### src/design/rle4_pkg.sv
// ============================================================================
// rle4_pkg: shared types and constants of the 4bpp run-length decoder
// Holds register indexes, reset values, controller command/status structs.
// ============================================================================
`default_nettype none

package rle4_pkg;

    // Geometry limits used as parameter defaults
    localparam int DEF_MAX_ROW_BYTES = 1024;
    localparam int DEF_MAX_ROWS      = 1024;

    // Configuration port
    localparam int CFG_IDX_W  = 8;
    localparam int CFG_DATA_W = 32;
    localparam int NUM_REGS   = 4;

    localparam logic [CFG_IDX_W-1:0] REG_FRAME_BASE = 8'd0;
    localparam logic [CFG_IDX_W-1:0] REG_ROW_STRIDE = 8'd1;
    localparam logic [CFG_IDX_W-1:0] REG_ROW_BYTES  = 8'd2;
    localparam logic [CFG_IDX_W-1:0] REG_ROW_COUNT  = 8'd3;

    // Register widths and reset values
    localparam int BASE_W   = 32;
    localparam int STRIDE_W = 16;
    localparam int GEOM_W   = 11;

    localparam logic [BASE_W-1:0]   RST_FRAME_BASE = 32'd0;
    localparam logic [STRIDE_W-1:0] RST_ROW_STRIDE = 16'd512;
    localparam logic [GEOM_W-1:0]   RST_ROW_BYTES  = 11'd120;
    localparam logic [GEOM_W-1:0]   RST_ROW_COUNT  = 11'd160;

    // Payload widths
    localparam int BYTE_W  = 8;
    localparam int COLOR_W = 4;
    localparam int LEN_W   = 16;
    localparam int OROW_W  = 10;
    localparam int ONIB_W  = 11;
    localparam int ADDR_W  = 32;

    // Run length source selection
    localparam logic [1:0] LEN_NONE   = 2'd0;
    localparam logic [1:0] LEN_NIBBLE = 2'd1;
    localparam logic [1:0] LEN_BYTE   = 2'd2;
    localparam logic [1:0] LEN_WIDE   = 2'd3;

    typedef struct packed {
        logic       init;        // restart frame
        logic       take_color;  // latch color nibble from the byte
        logic [1:0] len_sel;     // load run length from the byte
        logic       take_low;    // latch low count byte
        logic       check;       // capture product, update pixel budget
        logic       start_div;   // form address, seed divider
        logic       div_step;    // one restoring divide step
        logic       send;        // load result register, commit position
        logic       send_err;    // result is the malformed marker
    } rle4_cmd_t;

    typedef struct packed {
        logic hi_zero;    // code byte count nibble is zero
        logic byte_zero;  // whole byte is zero
        logic wide_zero;  // 16-bit count would be zero
        logic overrun;    // run longer than pixels left
        logic div_last;   // final divide step
        logic out_free;   // result register can take a new request
        logic cfg_hit;    // write to a defined register
    } rle4_sts_t;

endpackage

`default_nettype wire

### src/design/rle4_if.sv
// ============================================================================
// rle4 channel interfaces
// Valid/ready channels for stream bytes and run descriptors.
// ============================================================================
`default_nettype none

interface rle4_byte_if;
    logic       valid;
    logic       ready;
    logic [7:0] stream_byte;

    modport source (output valid, output stream_byte, input ready);
    modport sink   (input valid, input stream_byte, output ready);
endinterface

interface rle4_run_if;
    logic        valid;
    logic        ready;
    logic [3:0]  run_color;
    logic [15:0] run_length;
    logic [9:0]  start_row;
    logic [10:0] start_nibble;
    logic [31:0] start_address;
    logic        frame_full;
    logic        malformed;

    modport source (output valid, output run_color, output run_length, output start_row,
                    output start_nibble, output start_address, output frame_full,
                    output malformed, input ready);
    modport sink   (input valid, input run_color, input run_length, input start_row,
                    input start_nibble, input start_address, input frame_full,
                    input malformed, output ready);
endinterface

`default_nettype wire

### src/design/rle_4bpp_run_decoder.sv
// ============================================================================
// rle_4bpp_run_decoder: 4bpp run-length stream to run descriptor decoder
// Parses code bytes and count escapes, emits one descriptor per run.
// ============================================================================
// Usage:
//   stream : one coded byte per request (valid/ready). Bytes that only
//            open an escape are taken with no stall of stream.
//   runs   : one descriptor per run (color, length, start row/column,
//            start byte address, frame_full, malformed).
//   cfg    : cfg_write/cfg_index/cfg_data; any write to a defined register
//            restarts the frame and closes stream for one cycle.
// Order: a byte that completes a run passes check, address, a divider
//   step per bit of column plus length, then the result register; an
//   error descriptor goes straight to the result register for a zero
//   wide count and after the check for an overrun.
//   Run bytes are paced by the bit-serial row/column divider: stream stays
//   closed until the run is sent, while bytes that only open an escape do not.
// Reset: geometry returns to its defaults and the pixel budget is loaded
//   in one cycle before stream opens.
// Stall: the result register holds while runs.ready is low; decoding of
//   the next byte goes on and waits only to load the register.
// After an error, bytes are taken and dropped until a write to a defined register.
// ============================================================================
`default_nettype none

module rle_4bpp_run_decoder #(
    parameter int MAX_ROW_BYTES = rle4_pkg::DEF_MAX_ROW_BYTES,
    parameter int MAX_ROWS      = rle4_pkg::DEF_MAX_ROWS
) (
    input  wire                              clk,
    input  wire                              rst_n,
    input  wire                              cfg_write,
    input  wire  [rle4_pkg::CFG_IDX_W-1:0]   cfg_index,
    input  wire  [rle4_pkg::CFG_DATA_W-1:0]  cfg_data,
    rle4_byte_if.sink                        stream,
    rle4_run_if.source                       runs
);
    import rle4_pkg::*;

    rle4_cmd_t cmd;
    rle4_sts_t sts;

    rle4_ctrl u_ctrl (
        .clk      (clk),
        .rst_n    (rst_n),
        .in_valid (stream.valid),
        .in_ready (stream.ready),
        .sts      (sts),
        .cmd      (cmd)
    );

    rle4_datapath #(
        .MAX_ROW_BYTES (MAX_ROW_BYTES),
        .MAX_ROWS      (MAX_ROWS)
    ) u_datapath (
        .clk           (clk),
        .rst_n         (rst_n),
        .cfg_write     (cfg_write),
        .cfg_index     (cfg_index),
        .cfg_data      (cfg_data),
        .stream_byte   (stream.stream_byte),
        .cmd           (cmd),
        .sts           (sts),
        .run_ready     (runs.ready),
        .run_valid     (runs.valid),
        .run_color     (runs.run_color),
        .run_length    (runs.run_length),
        .start_row     (runs.start_row),
        .start_nibble  (runs.start_nibble),
        .start_address (runs.start_address),
        .frame_full    (runs.frame_full),
        .malformed     (runs.malformed)
    );

endmodule

`default_nettype wire

### src/design/rle4_ctrl.sv
// ============================================================================
// rle4_ctrl: decoder controller
// Tracks the parse phase and the sticky error, sequences check, address,
// divide and send steps of each run.
// ============================================================================
`default_nettype none

module rle4_ctrl (
    input  wire                  clk,
    input  wire                  rst_n,
    input  wire                  in_valid,
    output logic                 in_ready,
    input  rle4_pkg::rle4_sts_t  sts,
    output rle4_pkg::rle4_cmd_t  cmd
);
    import rle4_pkg::*;

    localparam logic [2:0] ST_INIT  = 3'd0;
    localparam logic [2:0] ST_IDLE  = 3'd1;
    localparam logic [2:0] ST_CHECK = 3'd2;
    localparam logic [2:0] ST_ADDR  = 3'd3;
    localparam logic [2:0] ST_DIV   = 3'd4;
    localparam logic [2:0] ST_SEND  = 3'd5;

    localparam logic [1:0] PH_CODE  = 2'd0;
    localparam logic [1:0] PH_EXT8  = 2'd1;
    localparam logic [1:0] PH_LOW   = 2'd2;
    localparam logic [1:0] PH_HIGH  = 2'd3;

    logic [2:0] state_reg, state_next;
    logic [1:0] phase_reg, phase_next;
    logic       err_reg, err_next;

    assign in_ready = (state_reg == ST_IDLE);

    // Next state, parse phase and commands
    always_comb
    begin
        state_next = state_reg;
        phase_next = phase_reg;
        err_next   = err_reg;
        cmd        = '0;
        unique case (state_reg)
            ST_INIT:
            begin
                cmd.init   = 1'b1;
                state_next = ST_IDLE;
            end
            ST_IDLE:
            begin
                // drop bytes while the error is latched
                if (in_valid && !err_reg)
                begin
                    unique case (phase_reg)
                        PH_CODE:
                        begin
                            cmd.take_color = 1'b1;
                            if (!sts.hi_zero)
                            begin
                                cmd.len_sel = LEN_NIBBLE;
                                state_next  = ST_CHECK;
                            end
                            else
                            begin
                                phase_next = PH_EXT8;
                            end
                        end
                        PH_EXT8:
                        begin
                            if (!sts.byte_zero)
                            begin
                                cmd.len_sel = LEN_BYTE;
                                phase_next  = PH_CODE;
                                state_next  = ST_CHECK;
                            end
                            else
                            begin
                                phase_next = PH_LOW;
                            end
                        end
                        PH_LOW:
                        begin
                            cmd.take_low = 1'b1;
                            phase_next   = PH_HIGH;
                        end
                        PH_HIGH:
                        begin
                            phase_next = PH_CODE;
                            if (sts.wide_zero)
                            begin
                                err_next   = 1'b1;
                                state_next = ST_SEND;
                            end
                            else
                            begin
                                cmd.len_sel = LEN_WIDE;
                                state_next  = ST_CHECK;
                            end
                        end
                    endcase
                end
            end
            ST_CHECK:
            begin
                if (sts.overrun)
                begin
                    err_next   = 1'b1;
                    state_next = ST_SEND;
                end
                else
                begin
                    cmd.check  = 1'b1;
                    state_next = ST_ADDR;
                end
            end
            ST_ADDR:
            begin
                cmd.start_div = 1'b1;
                state_next    = ST_DIV;
            end
            ST_DIV:
            begin
                cmd.div_step = 1'b1;
                if (sts.div_last)
                begin
                    state_next = ST_SEND;
                end
            end
            ST_SEND:
            begin
                // hold until the result register is free
                if (sts.out_free)
                begin
                    cmd.send     = 1'b1;
                    cmd.send_err = err_reg;
                    state_next   = ST_IDLE;
                end
            end
            default:
            begin
                state_next = ST_INIT;
            end
        endcase

        // a register write restarts the frame
        if (sts.cfg_hit)
        begin
            state_next = ST_INIT;
            phase_next = PH_CODE;
            err_next   = 1'b0;
        end
    end

    always_ff @(posedge clk or negedge rst_n)
    begin
        if (!rst_n)
        begin
            state_reg <= ST_INIT;
            phase_reg <= PH_CODE;
            err_reg   <= 1'b0;
        end
        else
        begin
            state_reg <= state_next;
            phase_reg <= phase_next;
            err_reg   <= err_next;
        end
    end

endmodule

`default_nettype wire

### src/design/rle4_datapath.sv
// ============================================================================
// rle4_datapath: decoder datapath
// Configuration registers, frame position, pixel budget, address multiply,
// restoring divider for the row advance and the result register.
// ============================================================================
`default_nettype none

module rle4_datapath #(
    parameter int MAX_ROW_BYTES = rle4_pkg::DEF_MAX_ROW_BYTES,
    parameter int MAX_ROWS      = rle4_pkg::DEF_MAX_ROWS
) (
    input  wire                                 clk,
    input  wire                                 rst_n,
    input  wire                                 cfg_write,
    input  wire  [rle4_pkg::CFG_IDX_W-1:0]      cfg_index,
    input  wire  [rle4_pkg::CFG_DATA_W-1:0]     cfg_data,
    input  wire  [rle4_pkg::BYTE_W-1:0]         stream_byte,
    input  rle4_pkg::rle4_cmd_t                 cmd,
    output rle4_pkg::rle4_sts_t                 sts,
    input  wire                                 run_ready,
    output logic                                run_valid,
    output logic [rle4_pkg::COLOR_W-1:0]        run_color,
    output logic [rle4_pkg::LEN_W-1:0]          run_length,
    output logic [rle4_pkg::OROW_W-1:0]         start_row,
    output logic [rle4_pkg::ONIB_W-1:0]         start_nibble,
    output logic [rle4_pkg::ADDR_W-1:0]         start_address,
    output logic                                frame_full,
    output logic                                malformed
);
    import rle4_pkg::*;

    localparam int EB_W   = $clog2(MAX_ROW_BYTES + 1);
    localparam int ER_W   = $clog2(MAX_ROWS + 1);
    localparam int WID_W  = $clog2(2 * MAX_ROW_BYTES + 1);
    localparam int COL_W  = $clog2(2 * MAX_ROW_BYTES);
    localparam int ROW_W  = ER_W;
    localparam int PIX_W  = $clog2(2 * MAX_ROW_BYTES * MAX_ROWS + 1);
    localparam int CMP_W  = (PIX_W > LEN_W) ? PIX_W : LEN_W;
    localparam int TOT_W  = $clog2(2 * MAX_ROW_BYTES + 65535);
    localparam int CNT_W  = $clog2(TOT_W);
    localparam int PROD_W = ROW_W + STRIDE_W;
    localparam int GP_W   = EB_W + ER_W;

    // Configuration registers
    logic [BASE_W-1:0]   base_reg;
    logic [STRIDE_W-1:0] stride_reg;
    logic [GEOM_W-1:0]   rbytes_reg;
    logic [GEOM_W-1:0]   rcount_reg;

    // Frame and run state
    logic [COLOR_W-1:0]  color_reg;
    logic [BYTE_W-1:0]   low_reg;
    logic [LEN_W-1:0]    len_reg;
    logic [ROW_W-1:0]    row_reg;
    logic [COL_W-1:0]    col_reg;
    logic [PIX_W-1:0]    rem_reg;
    logic [ADDR_W-1:0]   prod_reg;
    logic [ADDR_W-1:0]   addr_reg;
    logic                full_reg;

    // Divider
    logic [TOT_W-1:0]    dvd_reg;
    logic [WID_W-1:0]    part_reg;
    logic [CNT_W-1:0]    cnt_reg;

    logic [EB_W-1:0]     eff_bytes;
    logic [ER_W-1:0]     eff_rows;
    logic [WID_W-1:0]    width_px;
    logic [PIX_W-1:0]    frame_px;
    logic [WID_W:0]      shifted;
    logic                q_bit;
    logic [WID_W-1:0]    part_next;

    // Saturate geometry to the supported range
    always_comb
    begin
        priority if (rbytes_reg == '0)
            eff_bytes = EB_W'(1);
        else if (32'(rbytes_reg) > 32'(MAX_ROW_BYTES))
            eff_bytes = EB_W'(MAX_ROW_BYTES);
        else
            eff_bytes = EB_W'(rbytes_reg);

        priority if (rcount_reg == '0)
            eff_rows = ER_W'(1);
        else if (32'(rcount_reg) > 32'(MAX_ROWS))
            eff_rows = ER_W'(MAX_ROWS);
        else
            eff_rows = ER_W'(rcount_reg);
    end

    assign width_px = WID_W'({eff_bytes, 1'b0});
    assign frame_px = PIX_W'({GP_W'(eff_bytes) * GP_W'(eff_rows), 1'b0});

    // One restoring divide step
    assign shifted   = {part_reg, dvd_reg[TOT_W-1]};
    assign q_bit     = (shifted >= {1'b0, width_px});
    assign part_next = q_bit ? WID_W'(shifted - {1'b0, width_px}) : WID_W'(shifted);

    // Status toward the controller
    always_comb
    begin
        sts.hi_zero   = (stream_byte[7:4] == '0);
        sts.byte_zero = (stream_byte == '0);
        sts.wide_zero = (stream_byte == '0) && (low_reg == '0);
        sts.overrun   = (CMP_W'(len_reg) > CMP_W'(rem_reg));
        sts.div_last  = (cnt_reg == CNT_W'(TOT_W - 1));
        sts.out_free  = !run_valid || run_ready;
        sts.cfg_hit   = cfg_write && (32'(cfg_index) < 32'(NUM_REGS));
    end

    // Configuration writes
    always_ff @(posedge clk or negedge rst_n)
    begin
        if (!rst_n)
        begin
            base_reg   <= RST_FRAME_BASE;
            stride_reg <= RST_ROW_STRIDE;
            rbytes_reg <= RST_ROW_BYTES;
            rcount_reg <= RST_ROW_COUNT;
        end
        else if (cfg_write)
        begin
            unique case (cfg_index)
                REG_FRAME_BASE: base_reg   <= cfg_data;
                REG_ROW_STRIDE: stride_reg <= cfg_data[STRIDE_W-1:0];
                REG_ROW_BYTES:  rbytes_reg <= cfg_data[GEOM_W-1:0];
                REG_ROW_COUNT:  rcount_reg <= cfg_data[GEOM_W-1:0];
                default:        ;
            endcase
        end
    end

    // Parse fields, pixel budget and frame position
    always_ff @(posedge clk or negedge rst_n)
    begin
        if (!rst_n)
        begin
            color_reg <= '0;
            low_reg   <= '0;
            row_reg   <= '0;
            col_reg   <= '0;
            rem_reg   <= '0;
        end
        else if (cmd.init)
        begin
            color_reg <= '0;
            low_reg   <= '0;
            row_reg   <= '0;
            col_reg   <= '0;
            rem_reg   <= frame_px;
        end
        else
        begin
            if (cmd.take_color)
                color_reg <= stream_byte[COLOR_W-1:0];
            if (cmd.take_low)
                low_reg <= stream_byte;
            if (cmd.check)
                rem_reg <= rem_reg - PIX_W'(len_reg);
            // advance position once the result goes out
            if (cmd.send && !cmd.send_err)
            begin
                row_reg <= row_reg + ROW_W'(dvd_reg);
                col_reg <= COL_W'(part_reg);
            end
        end
    end

    // Run length, address and divider
    always_ff @(posedge clk)
    begin
        unique case (cmd.len_sel)
            LEN_NIBBLE: len_reg <= LEN_W'(stream_byte[7:4]);
            LEN_BYTE:   len_reg <= LEN_W'(stream_byte);
            LEN_WIDE:   len_reg <= {stream_byte, low_reg};
            LEN_NONE:   ;
        endcase

        if (cmd.check)
        begin
            prod_reg <= ADDR_W'(PROD_W'(row_reg) * PROD_W'(stride_reg));
            full_reg <= (rem_reg == PIX_W'(len_reg));
        end

        if (cmd.start_div)
        begin
            addr_reg <= base_reg + prod_reg + ADDR_W'(col_reg >> 1);
            dvd_reg  <= TOT_W'(col_reg) + TOT_W'(len_reg);
            part_reg <= '0;
            cnt_reg  <= '0;
        end
        else if (cmd.div_step)
        begin
            dvd_reg  <= {dvd_reg[TOT_W-2:0], q_bit};
            part_reg <= part_next;
            cnt_reg  <= cnt_reg + CNT_W'(1);
        end
    end

    // Result register
    always_ff @(posedge clk or negedge rst_n)
    begin
        if (!rst_n)
            run_valid <= 1'b0;
        else if (cmd.send)
            run_valid <= 1'b1;
        else if (run_ready)
            run_valid <= 1'b0;
    end

    always_ff @(posedge clk)
    begin
        if (cmd.send)
        begin
            if (cmd.send_err)
            begin
                run_color     <= '0;
                run_length    <= '0;
                start_row     <= '0;
                start_nibble  <= '0;
                start_address <= '0;
                frame_full    <= 1'b0;
                malformed     <= 1'b1;
            end
            else
            begin
                run_color     <= color_reg;
                run_length    <= len_reg;
                start_row     <= OROW_W'(row_reg);
                start_nibble  <= ONIB_W'(col_reg);
                start_address <= addr_reg;
                frame_full    <= full_reg;
                malformed     <= 1'b0;
            end
        end
    end

endmodule

`default_nettype wire

### src/flat_wrapper.sv
// flat-port wrapper written by rule: the top's interface ports become plain ports
module rle_4bpp_run_decoder_flat import rle4_pkg::*;
#(
    parameter int MAX_ROW_BYTES = rle4_pkg::DEF_MAX_ROW_BYTES,
    parameter int MAX_ROWS      = rle4_pkg::DEF_MAX_ROWS
)
  (clk, rst_n, cfg_write, cfg_index, cfg_data, stream_valid, stream_stream_byte, stream_ready, runs_valid, runs_run_color, runs_run_length, runs_start_row, runs_start_nibble, runs_start_address, runs_frame_full, runs_malformed, runs_ready);
  rle4_byte_if stream_i ();
  rle4_run_if runs_i ();
  input  wire clk;
  input  wire rst_n;
  input  wire cfg_write;
  input  wire  [rle4_pkg::CFG_IDX_W-1:0] cfg_index;
  input  wire  [rle4_pkg::CFG_DATA_W-1:0] cfg_data;
  input wire logic [$bits(stream_i.valid)-1:0] stream_valid;
  input wire logic [$bits(stream_i.stream_byte)-1:0] stream_stream_byte;
  output wire logic [$bits(stream_i.ready)-1:0] stream_ready;
  output wire logic [$bits(runs_i.valid)-1:0] runs_valid;
  output wire logic [$bits(runs_i.run_color)-1:0] runs_run_color;
  output wire logic [$bits(runs_i.run_length)-1:0] runs_run_length;
  output wire logic [$bits(runs_i.start_row)-1:0] runs_start_row;
  output wire logic [$bits(runs_i.start_nibble)-1:0] runs_start_nibble;
  output wire logic [$bits(runs_i.start_address)-1:0] runs_start_address;
  output wire logic [$bits(runs_i.frame_full)-1:0] runs_frame_full;
  output wire logic [$bits(runs_i.malformed)-1:0] runs_malformed;
  input wire logic [$bits(runs_i.ready)-1:0] runs_ready;
  assign stream_i.valid = stream_valid;
  assign stream_i.stream_byte = stream_stream_byte;
  assign stream_ready = stream_i.ready;
  assign runs_valid = runs_i.valid;
  assign runs_run_color = runs_i.run_color;
  assign runs_run_length = runs_i.run_length;
  assign runs_start_row = runs_i.start_row;
  assign runs_start_nibble = runs_i.start_nibble;
  assign runs_start_address = runs_i.start_address;
  assign runs_frame_full = runs_i.frame_full;
  assign runs_malformed = runs_i.malformed;
  assign runs_i.ready = runs_ready;
  rle_4bpp_run_decoder #(.MAX_ROW_BYTES(MAX_ROW_BYTES), .MAX_ROWS(MAX_ROWS)) u_core (.clk(clk), .rst_n(rst_n), .cfg_write(cfg_write), .cfg_index(cfg_index), .cfg_data(cfg_data), .stream(stream_i), .runs(runs_i));
endmodule
### config.mk
export PLATFORM = sky130hd
export DESIGN_NAME = rle_4bpp_run_decoder_flat
export DESIGN_NICKNAME = d
export VERILOG_FILES = /design/src/design/rle4_pkg.sv /design/src/design/rle4_if.sv /design/src/design/rle_4bpp_run_decoder.sv /design/src/design/rle4_ctrl.sv /design/src/design/rle4_datapath.sv /design/src/flat_wrapper.sv
export SDC_FILE = /design/constraint.sdc
export NUM_CORES = 1
export LEC_CHECK = 0
export ABC_AREA = 0
export BUFFER_PORTS_ARGS = -buffer_cell sky130_fd_sc_hd__buf_2
export CAP_MARGIN = 40
export CORE_MARGIN = 2
export CORE_UTILIZATION = 60
export DETAILED_ROUTE_END_ITERATION = 8
export PLACE_DENSITY = 0.75
export SYNTH_ARGS = -nofsm -noshare
export SYNTH_HDL_FRONTEND = slang
export SYNTH_SLANG_ARGS = --single-unit
### constraint.sdc
create_clock -name clk -period 7.2 [get_ports clk]
set_input_delay 0.72 -clock clk [delete_from_list [all_inputs] [get_ports clk]]
set_output_delay 0.72 -clock clk [all_outputs]
set_load 0.005 [all_outputs]
Yosys cells after proc, flatten, opt, wreduce, memory -nomap -nowiden --
Cells that the tools add are included.
Operators by class: $add $sub $neg 7, multipliers 2, divide/modulo/power cells 0, order comparisons 5, equal/unequal tests 26, shift-type cells 0, multiplexer cells 58, bitwise logic cells 0, reductions and logical operators 33
Operator list (number):
- 2-to-1 mux 11 bit | 8
- one-hot mux 16 bit (3 select lines) | 1
- 2-to-1 mux 22 bit | 2
- 2-to-1 mux 17 bit | 2
- adder 32 x 10 -> 32 bit | 1
- adder 32 x 27 -> 32 bit | 1
- multiplier 11 x 16 -> 27 bit | 1
- zero test 8 bit | 3
- 2-to-1 mux 3 bit | 8
- == test 22 x 16 -> 1 bit | 1
- > comparator 11 bit, second input constant | 2
- > comparator 16 x 22 -> 1 bit | 1
- zero test 11 bit | 2
- subtractor 22 x 16 -> 22 bit | 1
- multiplier 11 x 11 -> 21 bit | 1
- 2-to-1 mux 2 bit | 9
- inequality test 3 x 1 -> 1 bit, second input constant | 6
- one-hot mux 3 bit (6 select lines) | 1
- adder 11 x 16 -> 17 bit | 1
- == test 8 x 2 -> 1 bit, second input constant | 2
- 2-to-1 mux 1 bit | 16
- 2-to-1 mux 4 bit | 4
- 2-to-1 mux 8 bit | 2
- nonzero test 2 bit | 8
- other kinds (31) | 47
Word-level totals: flip-flop bits (word level) 318, latch bits 0, RAM bits 0, bits in read-only memories 0, output and inout port bits 77, memories kept 0

Depth between registers and ports, before layout --
Gate-level depths: netlist (run 1).
depth after elaboration 8, gate-level depth with buffers 25, depth with buffers taken out 24

Modules after synthesis --
A second synthesis (run 1) with hierarchy kept.
Unflattened totals: cell total of the unflattened synthesis 2555, area total of the unflattened synthesis 25996.2 µm²
Modules (own cells, without submodules):
- rle4_datapath | instances 1, cells each 2492, area each 25463.2 µm², sequential area each 8572.0 µm²
- rle4_ctrl | instances 1, cells each 63, area each 533.0 µm², sequential area each 150.1 µm²

Worst setup path before layout (run 1) --
No wires, ideal clock.
kind reg2reg, from reg u_core.u_datapath.rbytes_reg[7], to reg u_core.u_datapath.rem_reg[21], arrival time 5.805 ns, path slack 1.313 ns, cell stages (with the launch flop) 24, path buffers 1, period minus slack after synthesis 5.887 ns, path through dfrtp_1 nor4_1 a31oi_1 or2_2 clkbuf_1 inv_1 nand2_1 fa_1 fa_1 inv_1 fa_1 fa_1 inv_1 fa_1 inv_1 ha_1 o21ai_0 a21oi_1 a31oi_1 o31ai_1 a2111oi_1 o21ai_0 nor3b_1 a31oi_1
Between the ends: longest elaborated chain between the ends 5
Ends and longest elaborated chain:
- start, declared | line rle4_datapath.sv:47 | logic [GEOM_W-1:0] rbytes_reg;
- start signal, assigned | line rle4_datapath.sv:127 | REG_ROW_BYTES: rbytes_reg <= cfg_data[GEOM_W-1:0];
- > comparator 11 bit | line rle4_datapath.sv:79 | else if (32'(rbytes_reg) > 32'(MAX_ROW_BYTES))
- 2-to-1 mux 11 bit | line rle4_datapath.sv:79
- 2-to-1 mux 11 bit (*) | line rle4_datapath.sv:77 | priority if (rbytes_reg == '0)
- multiplier 11 x 11 -> 21 bit (*) | line rle4_datapath.sv:93 | assign frame_px = PIX_W'({GP_W'(eff_bytes) * GP_W'(eff_rows), 1'b0});
- 2-to-1 mux 22 bit (*) | line rle4_datapath.sv:145 | else if (cmd.init)
- end signal, assigned | line rle4_datapath.sv:151 | rem_reg <= frame_px;
- end signal, assigned | line rle4_datapath.sv:160 | rem_reg <= rem_reg - PIX_W'(len_reg);
- end, declared | line rle4_datapath.sv:56 | logic [PIX_W-1:0] rem_reg;
Mark *: on every way between the ends. The rest lies on a longest branch, timed or not. A chain may end at the register's enable or synchronous reset.

Final worst setup path (run 1) --
from reg u_core.u_datapath.rbytes_reg[10], to reg u_core.u_datapath.rem_reg[21]
The elaborated chain is that of the path after synthesis.

==> impl_metrics.csv, run 1 <==
group,metric,value,unit
floorplan,start_util,61.01,%
status,status,"finished, final reports clean",
pwr,vdd_ir_drop_max,0.0001544,V
sta,setup-violations-final,0,
sta,rsz0062_at_grt,"no",
worst_setup_path,crit_buf_inv,3,
clock_network,clock-root-buffer,"clkbuf_16",
worst_setup_path,crit_path_end_kind,"flop",
grt,grt_max_degree,64,
routing,drc,0,
clock_network,cts_tree,"built",
synthesis,yosysWarnings,0,
clock_network,postCtsHoldBufs,0,
clock_network,cts_resized,0,
floorplan,die_h,211.0,µm
grt,grt.overflow.total,0,
clock_network,clock_path_buffers,3,
clock_network,clock_latency,560,ps
clock_network,postCtsSetupBuffers,0,
clock_network,htree_levels,2,
layout,nets,3139,
grt,grt_pass1_vias,19158,
routing,detail_route.wl_per_cell,19.04,µm
clock_network,cts_buffers,38,
sta,timing.setup.tns,0,ps
sta,relSlewSlack,40.75,%
routing,num_vias,18963,
placement,io_buffers,129,
worst_setup_path,crit_family,"adder cells",
worst_setup_path,cpMostUsedCell,"fa_1",
worst_setup_path,ff2ff_setup_slack,690,ps
layout,area_growth,9.900,%
pwr,power.density,238.4,nW/µm²
layout,drive_above_1_share,11.89,%
synthesis,ys_ff_latch,318,
synthesis,synthArstFlopShare,41.82,%
sta,max_freq,153.7,MHz
synthesis,synth_cell_types,82,
routing,drt-total-wl,61200,µm
floorplan,die_width,211.0,µm
worst_setup_path,reg2reg_depth,18,
worst_setup_path,cpMaxStageDelayCell,"nor2b_1",
placement,hpwl,47310,µm
worst_setup_path,worst_ep_required_time,7670,ps
clock_network,cts.sinks,318,
worst_setup_path,cp_cell_sequence,"nor2b_1 -> inv_1 -> nor2_1 -> fa_1 -> fa_1 -> fa_1 -> fa_1 -> inv_1 -> fa_1 -> inv_1 -> ha_1 -> a21o_1 -> a31oi_1 -> o31ai_1 -> a2111oi_1 -> o21ai_0 -> nor3b_1 -> a31oi_1",
worst_setup_path,worstPathMaxFanout,18,
sta,fin_skew,14.75,ps
grt,antenna_found_initial,0,
layout,fillers,3288,
synthesis,synth_ff_type,"edfxtp_1",
worst_hold_path,hp-class,"in2async",
floorplan,core_area,42130,µm²
synthesis,ys_seq_area_share,33.93,%
pwr,cellLeakagePower,0.01353,µW
worst_setup_path,startpoint_type,"flop",
worst_setup_path,reg2reg_to,"u_core.u_datapath.rem_reg[21]",
flow_run,maxCapViolations,0,
worst_setup_path,reg2reg_from,"u_core.u_datapath.rbytes_reg[10]",
synthesis,synth_area,25710,µm²
routing,drt-initial-drc-count,1609,
worst_setup_path,cpPeakStageDelay,670,ps
grt,track_usage,28.59,%
routing,drt-pass1-iter-count,5,
layout,finalInstanceArea,28250,µm²
synthesis,synth_nets,3032,
worst_setup_path,cp.arrival,6980,ps
synthesis,syn_area_per_cell,10.13,µm²
synthesis,synth-edff-count,168,
floorplan,dieArea,44510,µm²
sta,min_period,6506,ps
routing,routed_via_density,5.900,
sta,hold_violations,0,
placement,gp_congestion,0.9060,
placement,placed_area,26960,µm²
sta,timing.final.crit_share,90.35,%
floorplan,io_pins,130,
layout,diodes,0,
clock_network,clkTransAtPathRegs,60,ps
synthesis,synthCells,2538,
sta,slew_violations,0,
worst_setup_path,path_class,"reg2reg",
floorplan,num_rows,75,
grt,grt_pass1_wl,100500,µm
routing,detail-route-antenna-nets,0,
sta,worst_pin_slew,888.7,ps
-- where the power goes --
part | internal (µW) | switching [µW]
registers | 2320 | 265
clock network | 1190 | 797
logic | 862 | 1290
total | 4380 | 2360
-- worst max-delay path by stage --
stage                                          start                       endpoint  slack (ps)  cells after the start
finish              u_core.u_datapath.rbytes_reg[10]  u_core.u_datapath.rem_reg[21]         690                     18
global route        u_core.u_datapath.rbytes_reg[10]  u_core.u_datapath.rem_reg[21]         260                     21
CTS                 u_core.u_datapath.rbytes_reg[10]  u_core.u_datapath.rem_reg[21]         750                     18
detailed placement  u_core.u_datapath.rbytes_reg[10]  u_core.u_datapath.rem_reg[21]         790                     18
global placement    u_core.u_datapath.rbytes_reg[10]  u_core.u_datapath.rem_reg[21]         930                     18
floorplan            u_core.u_datapath.rbytes_reg[7]  u_core.u_datapath.rem_reg[21]        1310                     23
-- worst reg2reg max path: stages, from the launching register on --
cell and delay (ps):
dfrtp_1 590, nor2b_1 670, inv_1 290, nor2_1 220, fa_1 480, fa_1 540
fa_1 540, fa_1 550, inv_1 60, fa_1 530, inv_1 40, ha_1 340
a21o_1 180, a31oi_1 340, o31ai_1 160, a2111oi_1 420, o21ai_0 170, nor3b_1 170
a31oi_1 160
-- area by class of cell --
cell class                      instances  area (µm²)  area share, %
Multi-Input combinational cell       1843       15580          55.16
Sequential cell                       318        8722          30.87
Inverter                              290        1089          3.853
Clock buffer                           45        1008          3.570
Timing Repair Buffer                  154       892.1          3.158
Tap cell                              539       674.4          2.387
Clock inverter                         25       282.8          1.001
-- placed cells by master (no fill, tap or decap), types with 32 or more instances in the layout --
cell | synthesis | routed
nand3_1 | 43 | 43
xor2_1 | 33 | 33
a21oi_1 | 98 | 98
nor3_1 | 33 | 32
dfrtp_1 | 126 | 126
nor2_1 | 182 | 182
a21o_1 | 33 | 33
o21ai_0 | 89 | 89
mux2_2 | 69 | 69
fa_1 | 219 | 219
edfxtp_1 | 168 | 168
ha_1 | 222 | 222
clkbuf_16 | 0 | 39
nand2_1 | 284 | 284
and2_1 | 145 | 145
inv_1 | 285 | 285
buf_2 | 7 | 128
xnor2_1 | 61 | 61
-- through the flow --
| stage | hold WS, ps | instances | setup WS (ps) | util [%] | total power (µW) |
|---|---|---|---|---|---|
| 2_1_floorplan | 424.4 | 2538 | 1313 | - | 4111 |
| 3_3_place_gp | 462.8 | 3138 | 931.2 | 63.75 | 4651 |
| 3_5_place_dp | 475.1 | 3144 | 790.0 | 63.99 | 4740 |
| 4_1_cts | 157.8 | 3214 | 749.0 | 67.05 | 6747 |
| 5_1_grt | 192.8 | 3214 | 264.7 | 67.05 | 7115 |
| 6_report | 157.2 | 3214 | 694.5 | 67.05 | 6735 |
-- logic make-up (layout without fill, tap and decap cells) --
kind of cell             after synthesis  count (layout)  share of synthesized area [%]
AO/OA/AOI/OAI                        386             386                          9.852
XOR/XNOR                              94              94                          3.203
adder cells (fa/ha/maj)              441             441                          27.86
buffers and inverters                377             514                          5.554
flip-flops                           318             318                          33.93
multiplexers                          98              98                          4.152
AND/OR/NAND/NOR                      824             824                          15.45
-- layer usage --
metal / up-vias / part of all wire, % / GRT usage [%]
met1: 9412 / 46 / 41.56
met4: 0 / 2.5 / 8.305
met2: 677 / 46 / 45.81
li1: 8769 / - / -
met3: 105 / 5.9 / 3.018
met5: - / 0 / 0
-- synthesized netlist by cell type (all sizes together), types with 11 or more instances --
library cell	number	area [µm²]
and3	15	93.84
a211oi	17	132.6
and2	145	907.1
xnor2	61	534.3
a31oi	16	100.1
nor4	15	108.9
buf	11	53.80
a21o	33	247.7
mux2i	29	290.3
nor3	33	165.2
inv	286	1074
o21a	31	232.7
o21ai	92	460.4
dfxtp	17	340.3
or2	11	68.82
nand2b	19	118.9
clkbuf	76	285.3
mux2	69	777.0
nand3	43	215.2
ha	222	2778
a21oi	98	490.5
edfxtp	168	5045
fa	219	4384
o31ai	15	117.6
dfrtp	126	3153
xor2	33	289.0
nor2b	30	195.2
nand4	13	81.33
nand2	284	1066
nor2	182	683.2
Note: power is estimated with default switching activity, not from simulation.
==> inputs of run 2 (changes only) <==
Settings changed: ABC_AREA 0 to 1.
==> run 2 against run 1 <==
  * Synthesized area increased by 6.6%
  * Clock power decreased by 5%
  * Sequential share of layout area decreased by 1.7 points
  * Die area increased by 6.5%
  * Final cell count increased by 28%
  * Clock skew increased by 17 ps
  * Critical path type unchanged
  * Highest routed layer is now met5
==> impl_metrics.csv, run 2 <==
group,metric,value,unit
status,status,"finished, final reports clean",
synthesis,yosys.area.top_type,"edfxtp_1",
placement,placed_area,28630,µm²
worst_setup_path,reg2reg_depth,25,
synthesis,synthTopCellsByCount,"883 x nand2_1, 620 x inv_1, 336 x nor2_1",
worst_setup_path,worstPathMaxFanout,6,
floorplan,start_util,60.66,%
clock_network,postCtsHoldBufs,0,
sta,max_freq,165.9,MHz
synthesis,synth_area,27410,µm²
floorplan,die_h,217.7,µm
floorplan,dieArea,47410,µm²
layout,finalInstanceArea,29860,µm²
sta,rsz0062_at_grt,"no",
synthesis,synth_top_family_by_area,"adder cells",
flow_run,maxCapViolations,0,
worst_setup_path,reg2reg_from,"u_core.u_datapath.rcount_reg[1]",
pwr,sw_frac_of_total,39.05,%
pwr,power_frac_clock,27.7,%
routing,drt-initial-drc-count,1774,
routing,routed_via_density,5.514,
synthesis,synthCells,3383,
pwr,power_frac_seq,37.5,%
worst_hold_path,hp-class,"in2async",
layout,diodes,0,
sta,hold_violations,0,
synthesis,synthArstFlopShare,41.82,%
synthesis,synth_cell_types,54,
synthesis,synth_compound_area_share,7.340,%
worst_setup_path,cp.arrival,6470,ps
synthesis,synthAdderAreaFrac,26.13,%
floorplan,core_area,45190,µm²
clock_network,cts.sinks,318,
clock_network,clkTransAtPathRegs,60,ps
synthesis,syn_area_per_cell,8.102,µm²
routing,detail-route-antenna-nets,0,
placement,io_buffers,129,
routing,drt-total-wl,73800,µm
floorplan,io_pins,130,
worst_setup_path,ff2ff_setup_slack,1170,ps
pwr,cellLeakagePower,0.01581,µW
grt,track_usage,31.81,%
synthesis,ys_seq_area_share,31.82,%
sta,timing.setup.tns,0,ps
placement,hpwl,58520,µm
sta,timing.final.crit_share,83.71,%
layout,layout_commonest_cell,"nand2_1",
pwr,vdd_ir_drop_max,0.0002171,V
grt,grt_pass1_vias,22009,
clock_network,htree_levels,2,
clock_network,cts_resized,0,
layout,most-common-layout-cells,"883 x nand2_1, 620 x inv_1, 335 x nor2_1",
synthesis,synth_ff_type,"edfxtp_1",
synthesis,yosysMostFrequentCell,"nand2_1",
routing,drt-pass1-iter-count,6,
worst_setup_path,path_class,"reg2reg",
worst_setup_path,worst_ep_required_time,7650,ps
worst_setup_path,startpoint_type,"flop",
layout,area_growth,8.947,%
layout,nets,3980,
layout,drive_above_1_share,7.878,%
clock_network,clock-root-buffer,"clkbuf_16",
clock_network,clock_latency,560,ps
routing,num_vias,22697,
clock_network,clock_path_buffers,3,
floorplan,num_rows,78,
clock_network,cts_buffers,38,
synthesis,synth-simple-area-share,21.78,%
pwr,power.density,229.3,nW/µm²
pwr,internal_power,4172,µW
worst_setup_path,crit_path_end_kind,"flop",
sta,setup-violations-final,0,
synthesis,synth_mux_area_share,0.4930,%
synthesis,ys_ff_latch,318,
synthesis,synth-edff-count,168,
floorplan,die_width,217.7,µm
sta,fin_skew,31.82,ps
pwr,comb_power_share,34.8,%
sta,worst_pin_slew,841.3,ps
synthesis,post-synth-top-area-fraction,18.41,%
clock_network,postCtsSetupBuffers,0,
synthesis,synth_area_leaders,"edfxtp_1 18%, fa_1 16%, nand2_1 12%",
synthesis,yosysWarnings,0,
grt,grt.overflow.total,0,
sta,relSlewSlack,43.40,%
clock_network,cts_tree,"built",
pwr,p_sw,2674,µW
sta,min_period,6027,ps
grt,grt_pass1_wl,117700,µm
grt,grt_max_degree,85,
grt,antenna_found_initial,3,
routing,detail_route.wl_per_cell,17.93,µm
worst_setup_path,reg2reg_to,"u_core.u_datapath.rem_reg[19]",
synthesis,synth_nets,3877,
placement,gp_congestion,0.9460,
synthesis,yosys.area_share.xor_xnor,2.428,%
sta,slew_violations,0,
routing,drc,0,
-- run 2: cell types whose count changed after synthesis, moves of 30 or more --
cell	previous run	this run
nand2_1	284	883
mux2_2	69	12
nor2_1	182	336
inv_1	285	620
nand3_1	43	130
xnor2_1	61	30
o21a_1	31	1
and2_1	145	1
o21ai_0	89	154
-- run 2: kinds of logic after synthesis --
family                     after synthesis
buffers and inverters                  714
and+or+nand+nor                       1454
AOI/OAI and AO/OA                      368
DFF                                    318
muxes                                   12
adders and majority gates              441
xor gates and xnor gates                76
-- run 2: worst max-delay path by stage --
stage | depth (start not counted) | endpoint | start
2_1_floorplan | 27 | u_core.u_datapath.rem_reg[21] | u_core.u_datapath.rcount_reg[5]
3_3_place_gp | 25 | u_core.u_datapath.rem_reg[19] | u_core.u_datapath.rcount_reg[4]
3_5_place_dp | 25 | u_core.u_datapath.rem_reg[19] | u_core.u_datapath.rcount_reg[4]
4_1_cts | 25 | u_core.u_datapath.rem_reg[19] | u_core.u_datapath.rcount_reg[1]
5_1_grt | 26 | u_core.u_datapath.rem_reg[21] | u_core.u_datapath.rcount_reg[4]
6_report | 25 | u_core.u_datapath.rem_reg[19] | u_core.u_datapath.rcount_reg[1]
-- run 2: metrics by stage --
stage / setup WS, ps / std cells / util, % / power, µW / hold slack [ps]
after global placement: 1398 / 4042 / 63.15 / 4846 / 459.6
after global routing: 681.7 / 4116 / 66.09 / 7262 / 167.7
after detailed placement: 1301 / 4046 / 63.36 / 4913 / 463.8
after floorplan: 1893 / 3383 / - / 4230 / 424.4
final: 1173 / 4116 / 66.09 / 6846 / 128.4
after CTS: 1253 / 4116 / 66.09 / 6835 / 177.4
-- run 2: routing by layer --
metal  wire, µm  up-vias  track usage, %
met1      33690    10869           47.51
met5         86        -           1.146
met3       7245      108           7.462
li1           -    10810               -
met4       1614        4           7.710
met2      31170      906           46.84
-- run 2: cell type report --
cell class	count	area, µm²
multi-input cells	2351	15960
inverters	636	2390
clock inverters	15	136.4
repair buffers	141	805.8
flip-flops and latches	318	8722
clock buffers	55	1096
well taps	600	750.7
fillers	3874	15320
-- run 2: power groups by stage --
stage	Clock (µW)	Sequential [µW]	Combinational [µW]
4_1_cts	1930	2550	2350
3_3_place_gp	0	2580	2270
3_5_place_dp	0	2590	2330
6_report	1900	2570	2380
5_1_grt	1990	2590	2680
2_1_floorplan	0	2470	1760
-- run 2: critical path, cell delays in order, from the launching register on --
cell and delay, ps:
dfrtp_1 410, nor2_1 120, nand4_1 100, nor2_1 160, nor2_1 140, nor2_1 490, inv_1 260, nor2_1 200
fa_1 480, fa_1 500, fa_1 520, fa_1 540, inv_1 60, fa_1 530, inv_1 40, ha_1 370
nand2_1 120, inv_1 60, a21oi_1 290, nor2_1 70, nor2_1 130, nand3b_1 100, nand3_1 80, nand2_1 60
nand2_1 60, nand2_1 50
